--- config.mk ---
export PLATFORM = sky130hd
export DESIGN_NAME = ir_distance_linearizer_core
export DESIGN_NICKNAME = d
export VERILOG_FILES = /design/src/rtl/irdl_pkg.sv /design/src/rtl/ir_distance_linearizer_core.sv
export SDC_FILE = /design/constraint.sdc
export NUM_CORES = 1
export LEC_CHECK = 0
export BUFFER_PORTS_ARGS = -buffer_cell sky130_fd_sc_hd__buf_2
export CAP_MARGIN = 0
export CELL_PAD_IN_SITES_DETAIL_PLACEMENT = 2
export CELL_PAD_IN_SITES_GLOBAL_PLACEMENT = 2
export CORE_MARGIN = 8
export CORE_UTILIZATION = 30
export CTS_BUF_LIST = sky130_fd_sc_hd__clkbuf_2
export DETAILED_ROUTE_END_ITERATION = 8
export GPL_TIMING_DRIVEN = 0
export PLACE_DENSITY = 0.77
export SLEW_MARGIN = 10
export SYNTH_ARGS = -nofsm -noshare
export SYNTH_HDL_FRONTEND = slang
export SYNTH_SLANG_ARGS = --single-unit
--- constraint.sdc ---
create_clock -name clock -period 5.96 [get_ports clock]
set_clock_uncertainty 0.1 [all_clocks]
set_input_delay 1.192 -clock clock [delete_from_list [all_inputs] [get_ports clock]]
set_output_delay 1.192 -clock clock [all_outputs]
set_load 0.005 [all_outputs]
--- src/rtl/irdl_pkg.sv ---
// ----------------------------------------------------------------------------
// IR distance linearizer package
// Shared widths, curve breakpoints and the constant distance tables that the
// linearizer core reads in its mapping stage.
// ----------------------------------------------------------------------------
package irdl_pkg;

   // Block size and converter resolution.
   localparam int unsigned SAMPLES  = 20;
   localparam int unsigned ADC_BITS = 10;

   // Field widths.
   localparam int unsigned SAMPLE_W  = 10;
   localparam int unsigned DIST_W    = 15;
   localparam int unsigned AVG_OUT_W = 10;
   localparam int unsigned SUM_W     = 16;
   localparam int unsigned CNT_W     = 6;

   // Average by reciprocal multiply: floor(sum / SAMPLES) = (sum * AVG_MULT) >> AVG_SHIFT.
   // The rounding error of AVG_MULT stays below SAMPLES, so the result is exact
   // for every sum below 2**SUM_W.
   localparam int unsigned AVG_SHIFT = SUM_W + 7;
   localparam int unsigned AVG_MULT  = ((2 ** AVG_SHIFT) + SAMPLES - 1) / SAMPLES;
   localparam int unsigned MULT_W    = $clog2(AVG_MULT + 1);
   localparam int unsigned PROD_W    = SUM_W + MULT_W;
   localparam int unsigned AVG_W     = $clog2(((2 ** SUM_W) - 1) / SAMPLES + 1);

   // Curve limits on the average.
   localparam int unsigned FRAC_BITS  = 8;
   localparam int unsigned LOW_LIMIT  = 80;
   localparam int unsigned HOLD_LIMIT = 490;
   localparam int unsigned NEAR_BASE  = 81;   // first average of the near table
   localparam int unsigned FAR_BASE   = 277;  // first average of the far table
   localparam int unsigned NEAR_TOP   = FAR_BASE - 1;
   localparam int unsigned NEAR_CM    = 80;

   // Segment data: lower and upper breakpoint, distance at the lower end in
   // whole cm, and the divisor scaled by DIV_SCALE.
   localparam int unsigned SEG_COUNT = 7;
   localparam int unsigned DIV_SCALE = 100;
   localparam int unsigned SEG_LO  [SEG_COUNT] = '{80, 87, 106, 124, 150, 196, 276};
   localparam int unsigned SEG_HI  [SEG_COUNT] = '{87, 106, 124, 150, 196, 276, 490};
   localparam int unsigned SEG_CM  [SEG_COUNT] = '{80, 70, 60, 50, 40, 30, 20};
   localparam int unsigned SEG_DIV [SEG_COUNT] = '{77, 211, 200, 288, 511, 888, 2377};
   localparam int unsigned SEG_STEP_CM = 10;

   // Distance tables.
   localparam int unsigned LUT_DEPTH = 256;
   localparam int unsigned LUT_AW    = $clog2(LUT_DEPTH);

   typedef logic [DIST_W-1:0] dist_lut_type [LUT_DEPTH];

   // Distance in Q7.8 cm for one average. Averages up to LOW_LIMIT give NEAR_CM,
   // those above HOLD_LIMIT give zero; the core never reads those entries.
   function automatic logic [DIST_W-1:0] dist_of(input int unsigned avg);
      int unsigned k;
      int unsigned d;
      int unsigned q;
      logic        found;
      logic [DIST_W-1:0] r;
      r     = '0;
      found = 1'b0;
      if (avg <= LOW_LIMIT) begin
         r = DIST_W'(NEAR_CM << FRAC_BITS);
      end else if (avg <= HOLD_LIMIT) begin
         for (k = 0; k < SEG_COUNT; k++) begin
            if (!found) begin
               if (avg == SEG_HI[k]) begin
                  r     = DIST_W'((SEG_CM[k] - SEG_STEP_CM) << FRAC_BITS);
                  found = 1'b1;
               end else if (avg > SEG_LO[k] && avg < SEG_HI[k]) begin
                  d     = avg - SEG_LO[k];
                  q     = (d * (DIV_SCALE << FRAC_BITS) + SEG_DIV[k] / 2) / SEG_DIV[k];
                  r     = DIST_W'((SEG_CM[k] << FRAC_BITS) - q);
                  found = 1'b1;
               end
            end
         end
      end
      return r;
   endfunction

   function automatic dist_lut_type build_lut(input int unsigned base);
      dist_lut_type lut;
      int unsigned  i;
      for (i = 0; i < LUT_DEPTH; i++) begin
         lut[i] = dist_of(base + i);
      end
      return lut;
   endfunction

   localparam dist_lut_type NEAR_LUT = build_lut(NEAR_BASE);
   localparam dist_lut_type FAR_LUT  = build_lut(FAR_BASE);

endpackage

--- src/rtl/ir_distance_linearizer_core.sv ---
// ----------------------------------------------------------------------------
// IR distance linearizer core
// Averages blocks of converter readings and maps each average to a distance
// in Q7.8 cm through a seven-segment piecewise-linear curve.
// ----------------------------------------------------------------------------
// The result for a block passes through the block total register, the
// average register and the result register after its last item is accepted.
// Throughput: one item per cycle unless the block total stage stalls; each stage holds
// one block total, average or result and stalls only when the stage after it is full and stalled.
// Reset: synchronous, active high; clears the running sum, the item count,
// the stored last distance and every stage's valid flag.
module ir_distance_linearizer_core (
   input  logic        clock,
   input  logic        reset,
   // Input stream.
   input  logic        req_tvalid,
   output logic        req_tready,
   input  logic [15:0] req_tdata,   // [9:0] adc_sample, [15:10] zero
   // Result stream.
   output logic        rsp_tvalid,
   input  logic        rsp_tready,
   output logic [31:0] rsp_tdata,   // [14:0] distance_q8, [24:15] average_reading, [31:25] zero
   output logic        rsp_tuser    // [0] held_previous
);

   // ------------------------------------------------------------------------
   // Accumulator: running sum and item count of the current block.
   // ------------------------------------------------------------------------
   logic [irdl_pkg::SUM_W-1:0] sum_ff, sum_in;
   logic [irdl_pkg::CNT_W-1:0] count_ff, count_in;
   logic [irdl_pkg::SUM_W-1:0] sum_next;
   logic                       block_end;
   logic                       req_acc;

   // Block total stage.
   logic                       tot_vld_ff, tot_vld_in;
   logic [irdl_pkg::SUM_W-1:0] tot_ff;
   logic                       tot_rdy;

   // Average stage.
   logic                        av_vld_ff, av_vld_in;
   logic [irdl_pkg::AVG_W-1:0]  avg_ff;
   logic [irdl_pkg::AVG_W-1:0]  avg_in;
   logic [irdl_pkg::PROD_W-1:0] avg_prod;
   logic                        av_rdy;

   // Result stage.
   logic                         rsp_vld_ff, rsp_vld_in;
   logic [irdl_pkg::DIST_W-1:0]  rsp_dist_ff, dist_in;
   logic [irdl_pkg::AVG_OUT_W-1:0] rsp_avg_ff;
   logic                         rsp_held_ff, held_in;
   logic                         rsp_rdy;
   logic                         rsp_load;
   logic [irdl_pkg::DIST_W-1:0]  last_dist_ff, last_dist_in;
   logic [irdl_pkg::LUT_AW-1:0]  near_idx;
   logic [irdl_pkg::LUT_AW-1:0]  far_idx;

   // Pipeline flow: each stage moves when the next one is empty or moving.
   assign rsp_rdy    = !rsp_vld_ff || rsp_tready;
   assign rsp_load   = rsp_rdy && av_vld_ff;
   assign av_rdy     = !av_vld_ff || rsp_rdy;
   assign tot_rdy    = !tot_vld_ff || av_rdy;
   assign req_tready = tot_rdy;
   assign req_acc    = req_tvalid && tot_rdy;

   // Only the low ADC_BITS bits of a reading count.
   assign sum_next  = sum_ff + irdl_pkg::SUM_W'(req_tdata[irdl_pkg::ADC_BITS-1:0]);
   assign block_end = ((irdl_pkg::CNT_W+1)'(count_ff) + (irdl_pkg::CNT_W+1)'(1))
                      >= (irdl_pkg::CNT_W+1)'(irdl_pkg::SAMPLES);

   always_comb begin
      sum_in   = sum_ff;
      count_in = count_ff;
      if (req_acc) begin
         if (block_end) begin
            sum_in   = '0;
            count_in = '0;
         end else begin
            sum_in   = sum_next;
            count_in = count_ff + irdl_pkg::CNT_W'(1);
         end
      end
   end

   assign tot_vld_in = tot_rdy ? (req_acc && block_end) : tot_vld_ff;

   // Truncated average by reciprocal multiply.
   assign avg_prod  = irdl_pkg::PROD_W'(tot_ff) * irdl_pkg::PROD_W'(irdl_pkg::AVG_MULT);
   assign avg_in    = avg_prod[irdl_pkg::AVG_SHIFT +: irdl_pkg::AVG_W];
   assign av_vld_in = av_rdy ? tot_vld_ff : av_vld_ff;

   // ------------------------------------------------------------------------
   // Curve mapping. Averages up to 80 give 80 cm, those from 81 to 276 read the
   // near table, those from 277 to 490 the far table. Above 490 the previous distance is repeated.
   // ------------------------------------------------------------------------
   assign near_idx = irdl_pkg::LUT_AW'(avg_ff - irdl_pkg::AVG_W'(irdl_pkg::NEAR_BASE));
   assign far_idx  = irdl_pkg::LUT_AW'(avg_ff - irdl_pkg::AVG_W'(irdl_pkg::FAR_BASE));

   always_comb begin
      held_in = 1'b0;
      priority if (avg_ff <= irdl_pkg::AVG_W'(irdl_pkg::LOW_LIMIT)) begin
         dist_in = irdl_pkg::DIST_W'(irdl_pkg::NEAR_CM << irdl_pkg::FRAC_BITS);
      end else if (avg_ff > irdl_pkg::AVG_W'(irdl_pkg::HOLD_LIMIT)) begin
         dist_in = last_dist_ff;
         held_in = 1'b1;
      end else if (avg_ff <= irdl_pkg::AVG_W'(irdl_pkg::NEAR_TOP)) begin
         dist_in = irdl_pkg::NEAR_LUT[near_idx];
      end else begin
         dist_in = irdl_pkg::FAR_LUT[far_idx];
      end
   end

   assign rsp_vld_in   = rsp_rdy ? av_vld_ff : rsp_vld_ff;
   assign last_dist_in = rsp_load ? dist_in : last_dist_ff;

   // Control state.
   always_ff @(posedge clock) begin
      if (reset) begin
         sum_ff       <= '0;
         count_ff     <= '0;
         tot_vld_ff   <= 1'b0;
         av_vld_ff    <= 1'b0;
         rsp_vld_ff   <= 1'b0;
         last_dist_ff <= '0;
      end else begin
         sum_ff       <= sum_in;
         count_ff     <= count_in;
         tot_vld_ff   <= tot_vld_in;
         av_vld_ff    <= av_vld_in;
         rsp_vld_ff   <= rsp_vld_in;
         last_dist_ff <= last_dist_in;
      end
   end

   // Payload registers.
   always_ff @(posedge clock) begin
      if (req_acc && block_end) begin
         tot_ff <= sum_next;
      end
      if (av_rdy && tot_vld_ff) begin
         avg_ff <= avg_in;
      end
      if (rsp_load) begin
         rsp_dist_ff <= dist_in;
         rsp_avg_ff  <= avg_ff[irdl_pkg::AVG_OUT_W-1:0];
         rsp_held_ff <= held_in;
      end
   end

   assign rsp_tvalid = rsp_vld_ff;
   assign rsp_tdata  = {7'd0, rsp_avg_ff, rsp_dist_ff};
   assign rsp_tuser  = rsp_held_ff;

   // ------------------------------------------------------------------------
   // Assertions.
   // ------------------------------------------------------------------------
   // The item count never reaches the block size.
   a_count_range: assert property (@(posedge clock) disable iff (reset)
      (irdl_pkg::CNT_W+1)'(count_ff) < (irdl_pkg::CNT_W+1)'(irdl_pkg::SAMPLES))
      else $error("item count reached the block size");

   // A held result repeats the distance stored before it.
   a_hold_repeats: assert property (@(posedge clock) disable iff (reset)
      (rsp_load && held_in) |=> (rsp_dist_ff == $past(last_dist_ff)))
      else $error("held result does not repeat the previous distance");

   // A block total that cannot move on is kept, not dropped.
   a_total_kept: assert property (@(posedge clock) disable iff (reset)
      (tot_vld_ff && !av_rdy) |=> (tot_vld_ff && $stable(tot_ff)))
      else $error("stalled block total was lost");

endmodule
Word-level counts from Yosys, hierarchy flattened. Memory sizes are Yosys's and may differ from the RTL's. Cells that the tools add are included.

Register bits after elaboration: 94. Bits in read-only memories: 7680. Bits of input ports: 20. Output and inout port bits: 35. Logic and storage cells: 47. Memories: 2.

Memory list: (no name shown) (depth 256, width 15, rd ports 1, clocked after memory_dff 0, wr ports 0, RTL line ir_distance_linearizer_core.sv:109) `dist_in = irdl_pkg::FAR_LUT[far_idx];`; (no name shown) (depth 256, width 15, rd ports 1, clocked after memory_dff 0, wr ports 0, RTL line ir_distance_linearizer_core.sv:107) `dist_in = irdl_pkg::NEAR_LUT[near_idx];`.

Add/sub/neg operators: 5. $mul: 1. $lt $le $gt $ge: 6. Mux-type cells: 10. Bitwise logic cells: 2. Reduce and logical (&&, ||, !) cells: 10.

Operator list (count): two-way mux 15 bit (7); multiplier 16 x 19 -> 35 bit (second input constant) (1); >= comparator 9 bit (second input constant) (2); inverter 8 -> 9 bit (2); adder 16 x 10 -> 16 bit (1); two-way mux 16 bit (1); > comparator 12 x 9 -> 1 bit (second input constant) (1); <= comparator 12 x 7 -> 1 bit (second input constant) (1); <= comparator 12 x 9 -> 1 bit (second input constant) (1); subtractor 8 x 5 -> 8 bit (second input constant) (1); subtractor 8 x 7 -> 8 bit (second input constant) (1); adder 6 x 1 -> 7 bit (second input constant) (1); >= comparator 7 x 5 -> 1 bit (second input constant) (1); adder 6 x 1 -> 6 bit (second input constant) (1); two-way mux 6 bit (1); logical AND 1 bit (4); zero test 1 bit (3); logical OR 1 bit (3); two-way mux 1 bit (1).

Longest topological paths before layout. Gate-level depths: netlist of the first run.

Depth after elaboration: 8. Depth in mapped cells: 21. Mapped depth without buffers: 21.

Worst setup path before layout of the first run. Ideal clock, no wire load.

Kind: register to register. Start: register tot_ff[5] (netlist name). End: register avg_ff[10] (netlist name), data pin. Setup time: 0.262 ns. Arrival time: 5.644 ns. Required time: 5.598 ns. Setup slack: -0.046 ns. Stages on the path, launching flop included: 20. Buffers on the path: 0. Clock period less this slack: 6.006 ns. Path through: edfxtp_1 inv_1 ha_1 inv_1 fa_1 inv_1 fa_1 fa_1 fa_1 fa_1 inv_1 ha_1 and3_1 a221o_1 a2111oi_0 a211oi_1 a31o_2 o41ai_2 o21bai_1 xor2_1.

Longest elaborated chain between the ends: 1.

RTL lines: from (decl) (RTL line ir_distance_linearizer_core.sv:37) `logic [irdl_pkg::SUM_W-1:0] tot_ff;`; from (signal assigned) (RTL line ir_distance_linearizer_core.sv:138) `tot_ff <= sum_next;`; multiplier 16 x 19 -> 35 bit (RTL line ir_distance_linearizer_core.sv:88) `assign avg_prod = irdl_pkg::PROD_W'(tot_ff) * irdl_pkg::PROD_W'(irdl_pkg::AVG_MULT);`; named net avg_prod, one bit (RTL line ir_distance_linearizer_core.sv:44) `logic [irdl_pkg::PROD_W-1:0] avg_prod;`; to (signal assigned) (RTL line ir_distance_linearizer_core.sv:141) `avg_ff <= avg_in;`; to (decl) (RTL line ir_distance_linearizer_core.sv:42) `logic [irdl_pkg::AVG_W-1:0] avg_ff;`.

The timed path passes the listed nets, and every way through them passes these cells. A chain may end at the register's enable or synchronous reset.

Worst setup path in the final report of the first run.
Start: register tot_ff[14] (netlist name). End: register avg_ff[9] (netlist name), data pin.

The elaborated chain is that of the path after synthesis.

==> flow_summary.yaml, run 1 <==
logic_synthesis:
  synth_enable_flop_cells: 54
  ys.flop_type: "edfxtp_1"
  yosysUniqueCellTypes: 105
  syn_area_um2: 16400
  synth.avg_cell_area_um2: 7.71
  yosysWarnings: 0
  synth.yosys.seq_area_share_pct: 14.8
  ys_ff_latch: 94
  async_reset_ff_share_pct: 0
  syn-instance-count: 2122
drt:
  drtIter0Drc: 1900
  drt_pass1_iterations: 7
  drcViolationCount: 0
  wl_per_cell_um: 38.0
  drt-vias-per-instance: 6.70
  drt-total-wl_um: 111000
  routed-via-count: 19600
  ant_nets: 0
min_path:
  hold_path_class: "reg -> reg"
final_layout:
  fin_nets: 2476
  multi_input_area_um2: 12700
  fill_cells: 6236
  area_delta_synth_final_pct: 12.4
  seq_area_um2: 2420
  fin_util_pct: 34.2
  drive_gt1_share_pct: 15.2
sta:
  tightest_slew_ns: 1.40
  rsz0062_at_grt: "yes"
  fin_crit_sh_pct: 105
  setup_violations: 14
  hold_viol_final: 0
  period_needed_ns: 6.23
  final.setup.worst_slack_ns: -0.271
  hold_slack_ns: 0.384
  max-slew-margin-rel_pct: 6.83
  drv_slew: 0
  max_freq_mhz: 160
clock_tree:
  clk_pin_slew_ns: 0.44
  numCtsBuffers: 9
  htree_levels: 3
  clock_latency_ns: 0.91
  cts.sinks: 94
  root_buffer: "clkbuf_2"
  holdBufCountCts: 0
  cts_tree: "done"
  clk_path_buf_depth: 2
grt:
  grt_pass1_wl_um: 155000
  grt_max_degree: 21
  antenna_found_initial: 4
  grt_pass1_vias: 20700
  grt_usage_pct: 34.0
  grt_remaining_overflow: 0
placement:
  dp_hpwl_um: 83400
  globalplace.congestion: 1.01
  dp_slack_ns: -2.90
  port_buffers: 41
floorplan:
  start_util_pct: 30.4
  core_um2: 53800
  row_count: 85
  die_w_um: 249
  die_area_um2: 62200
  dieHeight_um: 249
  io_pins: 55
critical_path:
  cpMostUsedCell: "fa_1"
  worstPathCellList: "buf_4 > fa_1 > inv_1 > fa_1 > inv_1 > fa_1 > inv_1 > fa_1 > fa_1 > fa_1 > inv_2 > ha_4 > a21oi_4 > o21ai_4 > a2111oi_4 > a211oi_4 > a31o_4 > o41ai_4 > buf_4 > buf_6 > xnor2_2"
  slowest_delay_ns: 0.55
  critPathRequiredTime_ns: 6.53
  crit_type: "reg -> reg"
  endpoint_kind: "flip-flop"
  slowest_stage: "fa_1"
  worst-path-buf-inv: 7
  crit_fanout: 4
  crit_family: "adder cells"
  crit_path_start_kind: "flip-flop"
  cp.arrival_ns: 6.80
status:
  outcome: "finished with violations"
  violations: "negative setup slack"
power_and_ir_drop:
  cellPowerDensity_nw_per_um2: 66.3
  clkPwrFrac_pct: 31.9
  max-vdd-ir-drop_v: 0.0000934
  switchingPower_mw: 0.403
  power_frac_comb_pct: 10.4
  sequentialPowerShare_pct: 57.8
  p_leak_nw: 7.38
  p_sw_share_pct: 33.1
  internal_power_mw: 0.815
  report.power.total_mw: 1.22
job:
  cap_viol_max_count: 0
stage by stage:
stage	std cells	instance area, µm²	setup TNS [ns]
2_1_floorplan	2128	16400	0
3_3_place_gp	2865	17500	-80.41
3_5_place_dp	2869	17500	-71.37
4_1_cts	2911	18100	-0.297
5_1_grt	2922	18400	-2.84
6_report	2923	18400	-1.44
flip-flops by register name, indices dropped and copies added, names as in the netlist, 6 cells and up:
signal,cells
rsp_avg_ff,10
count_ff,6
rsp_dist_ff,15
sum_ff,16
avg_ff,12
tot_ff,16
last_dist_ff,15
cell usage in the layout, fill, tap and decap left out, drive strengths merged, types with 10 or more instances in the layout:
| master | count |
|---|---|
| nand4 | 25 |
| o21ai | 149 |
| inv | 179 |
| o2111ai | 18 |
| a22oi | 17 |
| a21boi | 10 |
| a31oi | 43 |
| nor2b | 18 |
| o31ai | 18 |
| ha | 152 |
| a2111oi | 14 |
| a21oi | 156 |
| or2 | 14 |
| nor4 | 10 |
| edfxtp | 54 |
| fa | 84 |
| nor3 | 61 |
| o21a | 10 |
| a221oi | 16 |
| o221ai | 22 |
| a211oi | 36 |
| and2 | 10 |
| xnor2 | 39 |
| mux2i | 17 |
| nand3 | 91 |
| o311ai | 14 |
| nand2 | 190 |
| o32ai | 11 |
| nor2 | 145 |
| buf | 196 |
| nand2b | 27 |
| clkbuf | 79 |
| o211ai | 46 |
| and3 | 11 |
| dfxtp | 40 |
| or3 | 16 |
| a311oi | 12 |
| o22ai | 16 |
layer usage:
metal / vias up / track usage (%) / part of all wire [%]
li1: 8008 / - / -
met1: 10100 / 43.0 / 41
met2: 1182 / 53.9 / 44
met3: 342 / 6.86 / 8.9
met4: 2 / 18.3 / 5.9
met5: - / 0 / 0.012
cell type report:
cell class,count,area share (%)
timing repair buffer,83,3.06
antenna,2,0.0272
inverter,182,3.79
multi-input combinational,1665,69.1
clock inverter,7,0.408
buffer,185,5.43
sequential,94,13.2
tap,696,4.74
clock buffer,9,0.245
worst min-delay path, cell delays in order, from the launching register on:
cell and delay [ns]:
dfxtp_1 0.39, nand2_1 0.06, a21oi_1 0.05
worst paths after layout:
path / cells after the start / slack [ns] / endpoint / from
setup reg to reg: 21 / -0.27 / avg_ff[9] / tot_ff[14]
setup / recovery: 21 / -0.27 / avg_ff[9] / tot_ff[14]
hold reg to reg: 2 / 0.38 / sum_ff[2] / sum_ff[2]
hold / removal: 2 / 0.38 / sum_ff[2] / sum_ff[2]
what timing repair did:
action / CTS / global route
setup buffers: 28 / 12
endpoints found under the setup margin: 40 / 19
endpoints found under the hold margin: 0 / 0
pin swaps: 34 / 29
gates resized for setup: 68 / 43
synth_stat cells, types with 25 or more instances:
| cell | number | area (µm²) |
|---|---|---|
| nand2_1 | 187 | 702 |
| inv_1 | 176 | 661 |
| a21oi_1 | 153 | 766 |
| ha_1 | 152 | 1900 |
| nor2_1 | 144 | 541 |
| o21ai_0 | 135 | 676 |
| nand3_1 | 91 | 455 |
| fa_1 | 84 | 1680 |
| clkbuf_1 | 71 | 267 |
| buf_2 | 66 | 330 |
| nor3_1 | 60 | 300 |
| edfxtp_1 | 54 | 1620 |
| o211ai_1 | 46 | 345 |
| a31oi_1 | 43 | 269 |
| dfxtp_1 | 40 | 801 |
| a211oi_1 | 36 | 270 |
| xnor2_1 | 33 | 289 |
| nand2b_1 | 27 | 169 |
| buf_4 | 26 | 195 |
| nand4_1 | 25 | 156 |
kinds of logic (layout without fill, tap and decap cells):
kind of cell | count (synthesis) | in the layout | share of synthesized area (%)
AOI/OAI and AO/OA | 704 | 704 | 29.6
xor gates and xnor gates | 48 | 48 | 3.05
adders and majority gates | 237 | 237 | 22.0
buffers and inverters | 369 | 466 | 10.1
DFF | 94 | 94 | 14.8
muxes | 20 | 20 | 1.25
other | 1 | 9 | 0.0229
and+or+nand+nor | 649 | 649 | 19.2
power groups by stage:
stage	Combinational, mW	Clock (mW)	Sequential, mW
6_report	0.126	0.388	0.704
5_1_grt	0.137	0.410	0.705
4_1_cts	0.125	0.399	0.703
3_5_place_dp	0.123	0	0.716
3_3_place_gp	0.113	0	0.715
2_1_floorplan	0.0830	0	0.714
(Power assumes the default switching activity.)
==> inputs of run 2 (changes only) <==
- PLACE_DENSITY: 0.77 -> 0.74
- clock period: 5.96 -> 5.8 ns (I/O delays scaled with it)
==> run 2 against run 1 <==
Register-to-register slack got worse by 0.11 ns. The flow still finishes with violations (negative setup slack). Die area did not move. Via count fell by 0.22%. Cell count rose by 0.24%. Worst setup slack got worse by 0.11 ns. Routed wire length rose by 4.8%. Sequential power rose by 2.8%. Final area rose by 0.84%. Core utilization rose by 0.29 points. Flip-flop and latch count did not move. Total power fell by 0.24%. Count of clock-buffer cells in the layout did not move. Largest cell class unchanged.
==> flow_summary.yaml, run 2 (same netlist as run 1, synthesis figures left out) <==
final_layout:
  design_area_um2: 18500
  area_delta_synth_final_pct: 13.4
  fill_cells: 6199
  seq_area_um2: 2420
  multi_input_area_um2: 12900
  final_common_cell: "nand2_1"
  final_cell_mix: "nand2_1, inv_1, a21oi_1"
  top_regs: "sum_ff: 16 flops, tot_ff: 16 flops"
  fin_util_pct: 34.5
  drive_gt1_share_pct: 16.8
  fin_nets: 2480
critical_path:
  endpoint_kind: "flip-flop"
  crit_fanout: 4
  crit_path_start_kind: "flip-flop"
  cp.arrival_ns: 6.64
  crit_type: "reg -> reg"
  worst-path-buf-inv: 6
  slowest_delay_ns: 0.56
  worstPathCellList: "buf_6 > ha_4 > buf_4 > fa_1 > fa_1 > inv_1 > fa_2 > inv_1 > fa_1 > fa_1 > ha_1 > a21oi_2 > o21ai_4 > a2111oi_4 > a211oi_4 > a31o_4 > buf_4 > buf_6 > o21a_1 > nor2_2 > xnor2_1"
  slowest_stage: "edfxtp_1"
  cpMostUsedCell: "fa_1"
  critPathRequiredTime_ns: 6.26
  crit_family: "adder cells"
placement:
  dpl-instance-area_um2: 17600
  dp_hpwl_um: 88100
  port_buffers: 41
  dp_slack_ns: -3.29
  globalplace.congestion: 1.01
floorplan:
  row_count: 85
  die_area_um2: 62200
  io_pins: 55
  die_w_um: 249
  start_util_pct: 30.4
  dieHeight_um: 249
  core_um2: 53800
grt:
  grt_max_degree: 31
  grt_pass1_wl_um: 161000
  grt_pass1_vias: 20600
  antenna_found_initial: 2
  grt_usage_pct: 35.7
  grt_remaining_overflow: 0
status:
  outcome: "finished with violations"
  violations: "negative setup slack"
drt:
  drt-total-wl_um: 116000
  highest_layer: "met5"
  route.met2.wl_um: 55200
  ant_nets: 0
  m1WireLength_um: 42600
  drt_pass1_iterations: 6
  routed-wl-met3_um: 7560
  drcViolationCount: 0
  wl_per_cell_um: 39.7
  drtIter0Drc: 1907
  drt-vias-per-instance: 6.67
  routed-via-count: 19500
power_and_ir_drop:
  p_leak_nw: 7.40
  cellPowerDensity_nw_per_um2: 65.6
  max-vdd-ir-drop_v: 0.000114
clock_tree:
  htree_levels: 3
  cts_tree: "done"
  numCtsBuffers: 9
  clk_path_buf_depth: 2
  root_buffer: "clkbuf_2"
  cts.sinks: 94
  clk_pin_slew_ns: 0.30
  clock_latency_ns: 0.81
sta:
  fin_crit_sh_pct: 107
  setup_violations: 13
  final.setup.worst_slack_ns: -0.382
  max-slew-margin-rel_pct: 7.37
  period_needed_ns: 6.18
  max_freq_mhz: 162
  rsz0062_at_grt: "yes"
  hold_viol_final: 0
  tightest_slew_ns: 1.38
  hold_slack_ns: 0.383
  drv_slew: 0
job:
  cap_viol_max_count: 0
min_path:
  hold_path_class: "reg -> reg"
## run 2: report_power, final
| group | internal (mW) | total (mW) | switching [mW] |
|---|---|---|---|
| Clock | 0.0728 | 0.365 | 0.292 |
| Sequential | 0.716 | 0.724 | 0.00803 |
| Combinational | 0.0488 | 0.127 | 0.0781 |
## run 2: layout make-up
class	instances	area share, %
tap	696	4.70
buffer	186	5.37
antenna	5	0.0675
clock inverter	7	0.398
clock buffer	9	0.243
inverter	182	3.78
multi-input combinational	1665	69.3
timing repair buffer	86	3.06
sequential	94	13.1
## run 2: per-layer routing
| metal | GRT usage, % | vias to the layer above |
|---|---|---|
| li1 | - | 8033 |
| met1 | 39.8 | 9937 |
| met2 | 61.3 | 1117 |
| met3 | 5.63 | 457 |
| met4 | 26.1 | 2 |
| met5 | 0 | - |
## run 2: stage by stage
stage	setup TNS (ns)	instances	total power, mW
2_1_floorplan	0	2128	0.819
3_3_place_gp	-83.52	2865	0.851
3_5_place_dp	-81.77	2869	0.861
4_1_cts	-1.19	2914	1.23
5_1_grt	-4.34	2926	1.26
6_report	-2.90	2930	1.22
## run 2: repair_timing
action / CTS / global route
buffers inserted: 30 / 12
cloned: 0 / 0
pin swaps: 34 / 16
hold buffers: 0 / 0
endpoints found under the setup margin: 40 / 35
resized for setup: 79 / 56
## run 2: final timing paths
kind,from,to,slack (ns),cells past startpoint
worst min register to register,sum_ff[0],sum_ff[0],0.38,2
worst max register to register,tot_ff[11],avg_ff[8],-0.38,21
worst max-delay path,tot_ff[11],avg_ff[8],-0.38,21
worst min-delay path,sum_ff[0],sum_ff[0],0.38,2
## run 2: worst min-delay path: stages (launching register included)
cell and delay [ns]:
dfxtp_1 0.39, nand2_1 0.06, a21oi_1 0.05
==> inputs of run 3 (changes only) <==
- CORE_ASPECT_RATIO: not set -> 1.1
==> run 3 against run 2 <==
Flip-flop and latch count stayed put. Routed wire length down 7.1%. Largest power group unchanged. The flow still finishes with violations (negative setup slack). Worst setup slack worse by 0.065 ns.
==> flow_summary.yaml, run 3 (same netlist as run 1, synthesis figures left out) <==
status:
  outcome: "finished with violations"
  violations: "negative setup slack"
sta:
  drv_slew: 0
  period_needed_ns: 6.25
  setup_violations: 14
  hold_viol_final: 0
  rsz0062_at_grt: "yes"
  setup_tns_ns: -3.80
  fin_crit_sh_pct: 108
  max-slew-margin-rel_pct: 14.5
  max_freq_mhz: 160
  tightest_slew_ns: 1.28
  final.setup.worst_slack_ns: -0.447
clock_tree:
  clock_latency_ns: 0.75
  root_buffer: "clkbuf_2"
  numCtsBuffers: 9
  clk_pin_slew_ns: 0.37
  holdBufCountCts: 0
  cts.sinks: 94
  htree_levels: 3
  clk_path_buf_depth: 2
  cts_tree: "done"
drt:
  ant_nets: 0
  wl_per_cell_um: 36.6
  routed-via-count: 19100
  drtIter0Drc: 1734
  drt-vias-per-instance: 6.49
  drt-total-wl_um: 108000
  drcViolationCount: 0
  drt_pass1_iterations: 5
final_layout:
  area_delta_synth_final_pct: 12.2
  final_cells: 2950
  final_common_cell: "nand2_1"
  top_regs: "sum_ff: 16 flops, tot_ff: 16 flops"
  fin_nets: 2469
  fin_util_pct: 34.1
  multi_input_area_um2: 12700
  seq_area_um2: 2420
  fill_cells: 6252
  final_cell_mix: "nand2_1, inv_1, a21oi_1"
  drive_gt1_share_pct: 14.6
job:
  cap_viol_max_count: 0
critical_path:
  critPathRequiredTime_ns: 6.20
  cpMostUsedCell: "fa_1"
  crit_path_start_kind: "flip-flop"
  endpoint_kind: "flip-flop"
  slowest_delay_ns: 0.59
  slowest_stage: "edfxtp_1"
  worstPathCellList: "buf_6 > fa_1 > inv_2 > fa_1 > inv_2 > fa_1 > inv_2 > fa_1 > fa_1 > fa_1 > inv_2 > ha_4 > a21oi_2 > o21ai_2 > a2111oi_4 > a211oi_4 > a31o_4 > o41ai_4 > o21bai_1 > xor2_1"
  crit_family: "adder cells"
  worst-path-buf-inv: 5
  crit_type: "reg -> reg"
  crit_fanout: 3
  cp.arrival_ns: 6.65
grt:
  grt_max_degree: 31
  grt_pass1_wl_um: 153000
  grt_pass1_vias: 20500
  use_met3_pct: 4.97
  grt_remaining_overflow: 0
  grt_util_met2_pct: 58.3
  grt-busiest-layer: "met2"
  grt_usage_pct: 33.8
  antenna_found_initial: 2
  use_met1_pct: 37.0
power_and_ir_drop:
  cellPowerDensity_nw_per_um2: 66.0
  report.power.total_mw: 1.21
  p_leak_nw: 7.40
  max-vdd-ir-drop_v: 0.0000727
floorplan:
  io_pins: 55
  dieHeight_um: 261
  die_w_um: 239
  core_um2: 53800
  start_util_pct: 30.4
  row_count: 89
  die_area_um2: 62200
placement:
  globalplace.congestion: 1.04
  place_inst: 2901
  dp_slack_ns: -3.08
  dp_hpwl_um: 83800
  port_buffers: 41
min_path:
  hold_path_class: "reg -> reg"
## run 3: power by group
group          switching [mW]  internal (mW)  total (mW)  leakage [nW]
clock network           0.293         0.0701       0.363        0.0734
logic                  0.0754         0.0488       0.124          6.51
registers             0.00716          0.716       0.723         0.821
total                   0.376          0.835        1.21          7.40
## run 3: worst register-to-register path, stage by stage, from the launching register on
cell and delay (ns):
edfxtp_1 0.59, buf_6 0.17, fa_1 0.52, inv_2 0.04, fa_1 0.53, inv_2 0.05
fa_1 0.50, inv_2 0.05, fa_1 0.56, fa_1 0.45, fa_1 0.52, inv_2 0.05
ha_4 0.22, a21oi_2 0.15, o21ai_2 0.10, a2111oi_4 0.33, a211oi_4 0.16, a31o_4 0.27
o41ai_4 0.32, o21bai_1 0.15, xor2_1 0.18
## run 3: layout make-up
cell class	instances	area share, %
tap	728	4.97
antenna	4	0.0546
clock inverter	7	0.368
clock buffer	9	0.246
sequential	94	13.2
multi-input combinational	1665	69.1
timing repair buffer	77	2.84
buffer	184	5.40
inverter	182	3.78
## run 3: layer usage
| metal | routed length (µm) | vias up |
|---|---|---|
| li1 | - | 8000 |
| met1 | 39500 | 9774 |
| met2 | 52300 | 974 |
| met3 | 6480 | 398 |
| met4 | 9740 | 0 |
| met5 | 0 | - |
## run 3: repair_timing
item,in CTS,in global routing
resized for setup,64,35
pin swaps,30,10
gates cloned,0,0
setup buffers,24,8
endpoints found under the setup margin,40,27
## run 3: per-stage QoR
stage	hold slack [ns]	cell area (µm²)
6_report	0.382	18300
5_1_grt	0.409	18300
4_1_cts	0.386	18100
3_5_place_dp	0.343	17600
3_3_place_gp	0.342	17500
2_1_floorplan	0.321	16400
## run 3: worst paths after layout
| path | slack, ns | from | depth (start not counted) | end |
|---|---|---|---|---|
| hold reg to reg | 0.38 | sum_ff[0] | 2 | sum_ff[0] |
| hold / removal | 0.38 | sum_ff[0] | 2 | sum_ff[0] |
| setup / recovery | -0.45 | tot_ff[13] | 20 | avg_ff[10] |
| setup reg to reg | -0.45 | tot_ff[13] | 20 | avg_ff[10] |
